**config.mk**
```make
export PLATFORM = sky130hd
export DESIGN_NAME = selective_repeat_receiver
export DESIGN_NICKNAME = d
export VERILOG_FILES = /design/src/sv/srr_pkg.sv /design/src/sv/srr_ram.sv /design/src/sv/selective_repeat_receiver.sv
export SDC_FILE = /design/constraint.sdc
export NUM_CORES = 1
export LEC_CHECK = 0
export ABC_CLOCK_PERIOD_IN_PS = 7400
export CORE_MARGIN = 2
export CORE_UTILIZATION = 45
export DETAILED_ROUTE_END_ITERATION = 10
export DONT_BUFFER_PORTS = 1
export GPL_ROUTABILITY_DRIVEN = 0
export MAX_ROUTING_LAYER = met4
export PLACE_DENSITY = 0.57
export RECOVER_POWER = 25
export SYNTH_ARGS = -nofsm -noshare
export SYNTH_HDL_FRONTEND = slang
export SYNTH_SLANG_ARGS = --single-unit
```
**constraint.sdc**
```tcl
create_clock -name clk -period 7.4 [get_ports clk]
set_input_delay 2.22 -clock clk [delete_from_list [all_inputs] [get_ports clk]]
set_output_delay 2.22 -clock clk [all_outputs]
set_load 0.02 [all_outputs]
```
**src/sv/srr_pkg.sv**
```systemverilog
// ----------------------------------------------------------------------------
// srr_pkg
// Types and constants shared by the selective repeat receiver.
// ----------------------------------------------------------------------------
package srr_pkg;

	localparam int SEQ_BITS  = 3;
	localparam int WORD_BITS = 32;

	localparam logic KIND_ACK  = 1'b0;
	localparam logic KIND_DATA = 1'b1;

	typedef struct packed {
		logic [SEQ_BITS-1:0]  seq_num;
		logic                 checksum_ok;
		logic [WORD_BITS-1:0] payload;
	} srr_in_t;

	typedef struct packed {
		logic                 result_kind;
		logic [SEQ_BITS-1:0]  ack_num;
		logic [WORD_BITS-1:0] delivered_payload;
		logic                 last;
	} srr_out_t;

	typedef enum logic [1:0] {
		ST_IDLE,
		ST_ACK,
		ST_DLV
	} srr_state_t;

endpackage

```
**src/sv/srr_ram.sv**
```systemverilog
// ----------------------------------------------------------------------------
// srr_ram
// Generic single write port, single read port RAM with registered read.
// ----------------------------------------------------------------------------
module srr_ram #(
	parameter int WIDTH = 32,
	parameter int DEPTH = 4
) (
	input  logic                     clk,
	input  logic                     wr_en,
	input  logic [$clog2(DEPTH)-1:0] wr_addr,
	input  logic [WIDTH-1:0]         wr_data,
	input  logic                     rd_en,
	input  logic [$clog2(DEPTH)-1:0] rd_addr,
	output logic [WIDTH-1:0]         rd_data
);

	logic [WIDTH-1:0] mem [DEPTH];
	logic [WIDTH-1:0] rd_data_q;

	always_ff @(posedge clk) begin
		if (wr_en) begin
			mem[wr_addr] <= wr_data;
		end
		if (rd_en) begin
			rd_data_q <= mem[rd_addr];
		end
	end

	assign rd_data = rd_data_q;

endmodule

```
**src/sv/selective_repeat_receiver.sv**
```systemverilog
// ----------------------------------------------------------------------------
// selective_repeat_receiver
// Selective repeat receiver: stores in-window packets in a slot RAM, acknowledges
// every intact packet and delivers the in-order run from the window base.
// Acknowledgement: registered in the ACK state once the output register is free.
// Requests: a new one is taken only when idle, after its acknowledgement and its
//   run of 0 to SEQ_SPACE/2 deliveries are registered; a corrupted one yields nothing.
// Reset: window base, slot flags and control cleared at once; RAM contents undefined.
// ----------------------------------------------------------------------------
module selective_repeat_receiver
	import srr_pkg::*;
#(
	parameter int SEQ_SPACE    = 8,
	parameter int PAYLOAD_BITS = 32
) (
	input  logic     clk,
	input  logic     arst_n,
	input  logic     in_valid,
	output logic     in_ready,
	input  srr_in_t  in_data,
	output logic     out_valid,
	input  logic     out_ready,
	output srr_out_t out_data
);

	localparam int WIN = SEQ_SPACE / 2;
	localparam int SW  = $clog2(SEQ_SPACE);
	localparam int HW  = $clog2(WIN);
	localparam int NW  = ((SW > SEQ_BITS) ? SW : SEQ_BITS) + 1;
	localparam int DW  = (PAYLOAD_BITS < WORD_BITS) ? PAYLOAD_BITS : WORD_BITS;

	srr_state_t state_q, state_d;

	logic [SW-1:0]   base_q;
	logic [HW-1:0]   head_q;
	logic [HW-1:0]   cnt_q;
	logic [WIN-1:0]  filled_q;

	logic [SEQ_BITS-1:0] seq_s1;
	logic                in_win_s1;
	logic [HW-1:0]       phys_s1;
	logic [DW-1:0]       word_s1;

	logic            fwd_q;
	logic [DW-1:0]   fwd_word_q;

	logic            out_valid_q;
	srr_out_t        out_q;

	logic [NW-1:0]   seq_ext, seq_red, off_raw, off;
	logic [HW:0]     phys_sum;
	logic [HW-1:0]   phys;
	logic [HW-1:0]   head_nxt;
	logic [SW-1:0]   base_nxt;
	logic            accept, out_free, ack_go, dlv_go, base_hit, dlv_last;
	logic            rd_en;
	logic [HW-1:0]   rd_addr;
	logic [DW-1:0]   rd_word, dlv_word;

	// window offset of the arriving number
	assign seq_ext  = NW'(in_data.seq_num);
	assign seq_red  = (seq_ext >= NW'(SEQ_SPACE)) ? seq_ext - NW'(SEQ_SPACE) : seq_ext;
	assign off_raw  = seq_red + NW'(SEQ_SPACE) - NW'(base_q);
	assign off      = (off_raw >= NW'(SEQ_SPACE)) ? off_raw - NW'(SEQ_SPACE) : off_raw;
	assign phys_sum = (HW+1)'(head_q) + (HW+1)'(off);
	assign phys     = (phys_sum >= (HW+1)'(WIN)) ? HW'(phys_sum - (HW+1)'(WIN))
	                                             : HW'(phys_sum);

	assign head_nxt = (head_q == HW'(WIN - 1)) ? '0 : head_q + 1'b1;
	assign base_nxt = (base_q == SW'(SEQ_SPACE - 1)) ? '0 : base_q + 1'b1;

	assign out_free = !out_valid_q || out_ready;
	assign base_hit = filled_q[head_q] || (phys_s1 == head_q);
	assign dlv_last = (cnt_q == HW'(WIN - 1)) || !filled_q[head_nxt];
	assign dlv_word = fwd_q ? fwd_word_q : rd_word;

	// next state
	always_comb begin
		state_d = state_q;
		case (state_q)
			ST_IDLE: begin
				if (in_valid && in_data.checksum_ok) begin
					state_d = ST_ACK;
				end
			end
			ST_ACK: begin
				if (out_free) begin
					state_d = (in_win_s1 && base_hit) ? ST_DLV : ST_IDLE;
				end
			end
			ST_DLV: begin
				if (out_free && dlv_last) begin
					state_d = ST_IDLE;
				end
			end
			default: state_d = ST_IDLE;
		endcase
	end

	// state outputs
	always_comb begin
		in_ready = 1'b0;
		ack_go   = 1'b0;
		dlv_go   = 1'b0;
		rd_en    = 1'b0;
		rd_addr  = head_q;
		case (state_q)
			ST_IDLE: begin
				in_ready = 1'b1;
			end
			ST_ACK: begin
				ack_go  = out_free;
				rd_en   = out_free && in_win_s1 && base_hit;
				rd_addr = head_q;
			end
			ST_DLV: begin
				dlv_go  = out_free;
				rd_en   = out_free && !dlv_last;
				rd_addr = head_nxt;
			end
			default: ;
		endcase
	end

	assign accept = in_valid && in_ready;

	always_ff @(posedge clk or negedge arst_n) begin
		if (!arst_n) begin
			state_q     <= ST_IDLE;
			base_q      <= '0;
			head_q      <= '0;
			cnt_q       <= '0;
			filled_q    <= '0;
			fwd_q       <= 1'b0;
			out_valid_q <= 1'b0;
		end else begin
			state_q <= state_d;
			if (ack_go) begin
				cnt_q <= '0;
				fwd_q <= in_win_s1 && (phys_s1 == head_q);
				if (in_win_s1) begin
					filled_q[phys_s1] <= 1'b1;
				end
			end
			if (dlv_go) begin
				filled_q[head_q] <= 1'b0;
				head_q           <= head_nxt;
				base_q           <= base_nxt;
				cnt_q            <= cnt_q + 1'b1;
				fwd_q            <= 1'b0;
			end
			if (ack_go || dlv_go) begin
				out_valid_q <= 1'b1;
			end else if (out_ready) begin
				out_valid_q <= 1'b0;
			end
		end
	end

	always_ff @(posedge clk) begin
		if (accept) begin
			seq_s1    <= SEQ_BITS'(seq_red);
			in_win_s1 <= off < NW'(WIN);
			phys_s1   <= phys;
			word_s1   <= in_data.payload[DW-1:0];
		end
		if (ack_go) begin
			fwd_word_q <= word_s1;
			out_q      <= '{result_kind: KIND_ACK, ack_num: seq_s1,
			                delivered_payload: '0,
			                last: !(in_win_s1 && base_hit)};
		end else if (dlv_go) begin
			out_q      <= '{result_kind: KIND_DATA, ack_num: '0,
			                delivered_payload: WORD_BITS'(dlv_word),
			                last: dlv_last};
		end
	end

	srr_ram #(
		.WIDTH (DW),
		.DEPTH (WIN)
	) u_slot_ram (
		.clk     (clk),
		.wr_en   (ack_go && in_win_s1),
		.wr_addr (phys_s1),
		.wr_data (word_s1),
		.rd_en   (rd_en),
		.rd_addr (rd_addr),
		.rd_data (rd_word)
	);

	assign out_valid = out_valid_q;
	assign out_data  = out_q;

	a_dlv_head_filled: assert property (@(posedge clk) disable iff (!arst_n)
		state_q == ST_DLV |-> filled_q[head_q])
		else $error("delivering from an empty slot");

	a_dlv_result: assert property (@(posedge clk) disable iff (!arst_n)
		dlv_go |=> out_valid_q && out_q.result_kind == KIND_DATA)
		else $error("delivery not registered");

	a_slot_marked: assert property (@(posedge clk) disable iff (!arst_n)
		ack_go && in_win_s1 |=> filled_q[$past(phys_s1)])
		else $error("stored slot not marked");

endmodule

```
==> results of run 1 <==
cell families (layout without fill, tap and decap cells):
| logic type | Yosys count | in the layout | share of synthesized area |
|---|---|---|---|
| xor gates and xnor gates | 7 | 7 | 0.00594 |
| muxes | 71 | 71 | 0.111 |
| adders and majority gates | 14 | 14 | 0.0170 |
| and+or+nand+nor | 68 | 68 | 0.0298 |
| buffers and inverters | 34 | 71 | 0.0169 |
| DFF | 282 | 282 | 0.782 |
| AOI/OAI and AO/OA | 50 | 50 | 0.0374 |
cells in the mapped netlist (4+ instances only):
library cell | instances | share of area
edfxtp_1 | 234 | 0.68
nor2_1 | 41 | 0.015
dfxtp_1 | 33 | 0.064
mux2i_1 | 33 | 0.032
a211oi_1 | 32 | 0.023
mux4_2 | 32 | 0.070
dfrtp_1 | 15 | 0.036
ha_1 | 14 | 0.017
buf_2 | 13 | 0.0063
inv_1 | 9 | 0.0033
nand2_1 | 9 | 0.0033
xnor2_1 | 6 | 0.0051
clkbuf_1 | 5 | 0.0018
a2bb2oi_1 | 4 | 0.0034
o21ai_0 | 4 | 0.0019
final timing paths:
kind                       slack (ns)  depth (start not counted)                      to       start
setup / recovery                 3.79                          2                in_ready  state_q[0]
hold / removal                   0.51                          1                cnt_q[1]    cnt_q[1]
setup reg to reg                 4.50                          6  u_slot_ram.rd_data[18]   head_q[0]
hold reg to reg                  0.51                          1                cnt_q[1]    cnt_q[1]
max in group asynchronous        5.94                          0                   fwd_q      arst_n
min in group asynchronous        1.38                          0             filled_q[2]      arst_n
per-layer routing:
metal	vias up	global-route usage	share of wire
met1	2307	0.193	0.42
met2	93	0.254	0.50
li1	2113	-	-
met5	-	-	0
met4	0	0.0406	0.016
met3	23	0.0415	0.063
registers in the layout (all words and copies together), names as in the netlist:
signal,count
seq_s1,3
u_slot_ram.rd_data,32
fwd_q,1
out_valid,1
out_data,37
u_slot_ram.mem,128
fwd_word_q,32
filled_q,4
state_q,2
base_q,3
cnt_q,2
word_s1,32
phys_s1,2
head_q,2
in_win_s1,1
power groups by stage:
stage	Clock, uW	Combinational (uW)	Sequential, uW
after floorplan	0	891	2490
after global placement	0	1080	2560
after detailed placement	0	1110	2580
after CTS	1410	1110	2550
after global routing	1470	1200	2590
final	1360	1080	2540
critical path, cell delays in order (launching register included):
cell and delay (ns):
dfrtp_1 0.39, inv_1 0.10, ha_1 0.37
final cells by class:
class | count | area, um^2
inverters | 10 | 37.5
well taps | 285 | 357
clock buffers | 42 | 856
repair buffers | 8 | 60.1
flip-flops and latches | 282 | 8060
fillers | 1826 | 11000
multi-input cells | 210 | 2130
clock inverters | 11 | 57.6
through the flow:
step	instance area [um^2]	hold WS [ns]	setup WS, ns	utilization
2_1_floorplan	10300	0.467	1.38	-
3_3_place_gp	10600	0.488	3.29	0.472
3_5_place_dp	10600	0.491	3.21	0.472
4_1_cts	11600	0.511	3.76	0.512
5_1_grt	11600	0.546	3.60	0.512
6_report	11600	0.515	3.79	0.512
==> results_dict.tcl, run 1 <==
set metrics [dict create \
    die_x_um 155 \
    endpoint_kind "output port" \
    ioPinCount 79 \
    grt_max_degree 80 \
    p_per_area_nw_per_um2 432 \
    ant_nets 0 \
    cts_root_buf "clkbuf_16" \
    drt_iter0_markers 183 \
    grt_pass1_wl_um 27600 \
    status "finished, final reports clean" \
    path_class "reg2out" \
    hold_violations 0 \
    dr.pass1.iters 4 \
    core_area_um2 22600 \
    final_common_cell "edfxtp_1" \
    synthesis.area_um2 10300 \
    synth.distinct_cells 44 \
    yosysWarnings 0 \
    comb_power_share 0.217 \
    fin_nets 595 \
    swShare 0.299 \
    critPathLaunchType "flop" \
    seq_area_frac_synth 0.782 \
    rsz0062_at_grt "no" \
    post-route-min-period_ns 3.61 \
    route.detailed.drc 0 \
    vias 4536 \
    design_power_total_uw 4990 \
    cts_tree "yes" \
    peakVddDrop_v 0.000169 \
    post_cts_resized 0 \
    setup_violations 0 \
    cts_buffer_depth 3 \
    ys_seq_elements 282 \
    rows 55 \
    place_hpwl_um 10000 \
    seq_power_share 0.510 \
    vias_per_cell 5.35 \
    finalCritPeriodShare 0.487 \
    antenna_found_initial 0 \
    skew_ns 0.0113 \
    mostFrequentLayoutCells "234 x edfxtp_1, 41 x nor2_1, 33 x dfxtp_1" \
    cts_setup_buffers 0 \
    fin_cells 848 \
    clk_pin_slew_ns 0.06 \
    synthArstFlopShare 0.0532 \
    antenna_cells 0 \
    leakage_uw 0.00380 \
    drv_slew 0 \
    relSlewSlack 0.289 \
    critPathMaxFanout 4 \
    grtUsageTotal 0.155 \
    grt_overflow 0 \
    clkLatencyLatePin_ns 0.53 \
    cts.htree.levels 1 \
    synth_edf_count 234 \
    avgRoutedWirePerCell_um 20.8 \
    synthCells 526 \
    cap_violations 0 \
    syn_to_final_growth_pct 12.0 \
    grt_pass1_vias 4825 \
    hold_buffers 0 \
    worstPathArrival_ns 1.39 \
    hold_path_class "reg2reg" \
    max_freq_ghz 0.277 \
    cp.required_ns 5.18 \
    fin_tns_setup_ns 0 \
    syn_nets 580 \
    cts_buffers 29 \
    syn_avg_cell_area_um2 19.6 \
    switching_power_uw 1490 \
    synth_flop_cell "edfxtp_1" \
    die_area_um2 24100 \
    drive_gt1_frac 0.188 \
    numPlacedInstances 795 \
    power.internal_uw 3500 \
    wirelength_um 17700 \
    die_h_um 155 \
    power.share.clock 0.273 \
    io_buffers 0 \
    tightest_slew_ns 1.07 \
    initial_core_util 0.457 \
    cts.sinks 282 \
]
Power figures use the tool's default switching activity.
==> inputs of run 2 (changes only) <==
--- a/config.mk
+++ b/config.mk
@@ -5,7 +5,8 @@
 export SDC_FILE = /design/constraint.sdc
 export NUM_CORES = 1
 export LEC_CHECK = 0
-export ABC_CLOCK_PERIOD_IN_PS = 7400
+export ABC_AREA = 1
+export ABC_CLOCK_PERIOD_IN_PS = 3350
 export CORE_MARGIN = 2
 export CORE_UTILIZATION = 45
 export DETAILED_ROUTE_END_ITERATION = 10
==> constraint.sdc (replaced) <==
create_clock -name clk -period 3.35 [get_ports clk]
set_input_delay 1.005 -clock clk [delete_from_list [all_inputs] [get_ports clk]]
set_output_delay 1.005 -clock clk [all_outputs]
set_load 0.02 [all_outputs]
==> run 2 against run 1 <==
  * Non-clock buffer count is 3 higher
  * Clock skew is 0.0023 ns lower
  * Global-route usage is 1.6 points higher
  * Sequential power is 130% higher
  * Critical path depth is 6 higher
  * Wire length is 12% higher
  * Core utilization is 0.28 points lower
  * Cell area hardly changed
  * Combinational power is 140% higher
  * Largest cell class unchanged
  * Largest power group unchanged
  * Highest routed layer unchanged
==> results_dict.tcl, run 2 <==
set metrics [dict create \
    r2r-end "u_slot_ram.rd_data[10]" \
    dr_wl_met3_um 1110 \
    relSlewSlack 0.299 \
    critPathMaxStageDelay_ns 0.59 \
    core_area_um2 22700 \
    die_area_um2 24400 \
    peakVddDrop_v 0.000405 \
    rsz0062_at_grt "no" \
    swShare 0.336 \
    grt_max_degree 65 \
    worst-r2r-setup-slack_ns 0.72 \
    critPathMaxFanout 19 \
    synthesis.area_um2 10400 \
    cp.required_ns 3.72 \
    status "finished, final reports clean" \
    reg2reg_from "head_q[0]" \
    route.met2.wl_um 9750 \
    post_cts_resized 0 \
    path_common_cell "inv_1" \
    fin_nets 769 \
    synthTopCellsByCount "234 x edfxtp_1, 76 x nor2_1, 66 x o21ai_0, 39 x nand2_1, 37 x o21ai_1" \
    grt_pass1_wl_um 31100 \
    ys_seq_elements 282 \
    wirelength_um 19800 \
    final_common_cell "edfxtp_1" \
    worstPathArrival_ns 3.00 \
    synth_edf_count 234 \
    path_class "reg2reg" \
    synth.distinct_cells 29 \
    fin_tns_setup_ns 0 \
    synthArstFlopShare 0.0532 \
    p_per_area_nw_per_um2 975 \
    route.detailed.drc 0 \
    drt_iter0_markers 409 \
    die_x_um 156 \
    io_buffers 0 \
    antenna_cells 0 \
    cts_setup_buffers 0 \
    synthCells 708 \
    cap_violations 0 \
    power.share.clock 0.256 \
    clk_pin_slew_ns 0.06 \
    endpoint_kind "flop" \
    drv_slew 0 \
    antenna_found_initial 0 \
    cts_buffer_depth 3 \
    ant_nets 0 \
    grt_pass1_vias 5634 \
    cts_buffers 29 \
    mostFrequentLayoutCells "234 x edfxtp_1, 71 x nor2_1, 66 x o21ai_0" \
    syn_nets 762 \
    finalCritPeriodShare 0.784 \
    whs_ns 0.162 \
    die_h_um 156 \
    reg2regPathDepth 8 \
    grt_overflow 0 \
    cts_tree "yes" \
    skew_ns 0.00900 \
    initial_core_util 0.459 \
    yosysWarnings 0 \
    power.internal_uw 7490 \
    cts_root_buf "clkbuf_16" \
    syn_avg_cell_area_um2 14.7 \
    yosysMostFrequentCell "edfxtp_1" \
    finalCoreUtilization 0.509 \
    yosys-top-cells-area "edfxtp_1 67%, dfxtp_1 6.3%, dfrtp_1 3.6%, o21ai_0 3.2%, mux2i_1 3.1%" \
    largest_reg_flops 128 \
    syn_to_final_growth_pct 11.0 \
    hold_buffers 0 \
    hold_path_class "in2async" \
    dr.pass1.iters 5 \
    place_hpwl_um 11700 \
    crit_path_top_delay_cell "dfrtp_1" \
    ioPinCount 79 \
    path_cells "inv_1, ha_1, nand2_1, o21ai_2, inv_1, buf_4, o21ai_0, o22ai_1" \
    tightest_slew_ns 1.05 \
    synth_flop_cell "edfxtp_1" \
    multiInputGateArea_um2 2070 \
    setup_violations 0 \
    switching_power_uw 3790 \
    grtUsageTotal 0.171 \
    seqCellArea_um2 8060 \
    rows 55 \
    synth_area_leader_cell "edfxtp_1" \
    nFillCells 1918 \
    cts.sinks 282 \
    vias_per_cell 5.40 \
    synth_top_area_share 0.674 \
    vias 5521 \
    drive_gt1_frac 0.0935 \
    critPathLaunchType "flop" \
    hold_violations 0 \
    clkLatencyLatePin_ns 0.54 \
    top_layer_used "met4" \
    seq_area_frac_synth 0.774 \
    leakage_uw 0.00394 \
    max_freq_ghz 0.381 \
    cts.htree.levels 1 \
    avgRoutedWirePerCell_um 19.4 \
    seq_power_share 0.514 \
    met1_length_um 8690 \
    regMostFlops "u_slot_ram.mem" \
    comb_power_share 0.230 \
    post-route-min-period_ns 2.63 \
]
==> run 2: cell types whose count changed after synthesis, sizes merged, moves of 3 or more <==
| cell | before | now |
|---|---|---|
| a211oi | 32 | 0 |
| a21oi | 3 | 35 |
| and3 | 3 | 0 |
| buf | 19 | 29 |
| inv | 9 | 33 |
| mux2 | 4 | 0 |
| mux4 | 33 | 0 |
| nand2 | 9 | 40 |
| nand3 | 2 | 9 |
| nor2 | 42 | 79 |
| o21ai | 4 | 104 |
| o22ai | 0 | 32 |
==> run 2: cell families (layout without fill, tap and decap cells) <==
kind of cell,Yosys count,count (layout),synth area share
muxes,32,32,0.0307
adders and majority gates,14,14,0.0168
xor gates and xnor gates,6,6,0.00504
buffers and inverters,68,98,0.0321
DFF,282,282,0.774
AOI/OAI and AO/OA,177,177,0.0913
and+or+nand+nor,129,129,0.0503
==> run 2: power by group through the flow <==
| stage | combinational, uW | sequential [uW] | clock [uW] |
|---|---|---|---|
| after global placement | 2520 | 5860 | 0 |
| after detailed placement | 2610 | 5880 | 0 |
| after floorplan | 2060 | 5640 | 0 |
| after CTS | 2630 | 5820 | 2970 |
| after global routing | 2930 | 5910 | 3110 |
| final | 2590 | 5800 | 2890 |
==> run 2: per-layer routing <==
| metal | vias to the layer above | global-route usage |
|---|---|---|
| li1 | 2622 | - |
| met1 | 2732 | 0.223 |
| met2 | 141 | 0.283 |
| met3 | 26 | 0.0303 |
| met4 | 0 | 0.0389 |
| met5 | - | - |
==> run 2: area by class of cell <==
class,instances,share of cell area
sequential,282,0.697
multi-input combinational,358,0.179
clock buffer,44,0.0694
tap,285,0.0308
inverter,33,0.0109
timing repair buffer,11,0.00714
clock inverter,10,0.00530
==> run 2: worst max-delay path: cells and delay by family (launching register included) <==
kind / cells / cell delay [ns]
AO/OA/AOI/OAI: 3 / 0.34
adder cells (fa/ha/maj): 1 / 0.40
buffers and inverters: 3 / 1.04
flip-flops: 1 / 0.59
AND/OR/NAND/NOR: 1 / 0.10
==> run 2: worst max path at each step <==
stage,start,endpoint,cells past startpoint
final,head_q[0],u_slot_ram.rd_data[10],8
after global routing,head_q[0],u_slot_ram.rd_data[4],8
after CTS,head_q[0],u_slot_ram.rd_data[10],8
after detailed placement,out_ready,u_slot_ram.mem[0][8],5
after global placement,out_ready,u_slot_ram.mem[0][23],5
after floorplan,out_ready,out_data[0],4
==> run 2: stage by stage <==
stage	std cells	power, uW	cell area (um^2)	setup WS (ns)
after global placement	969	8380	10700	0.688
after CTS	1023	11400	11600	0.686
final	1023	11300	11600	0.723
after global routing	1023	12000	11600	0.502
after floorplan	708	7700	10400	0.0152
after detailed placement	969	8500	10700	0.628
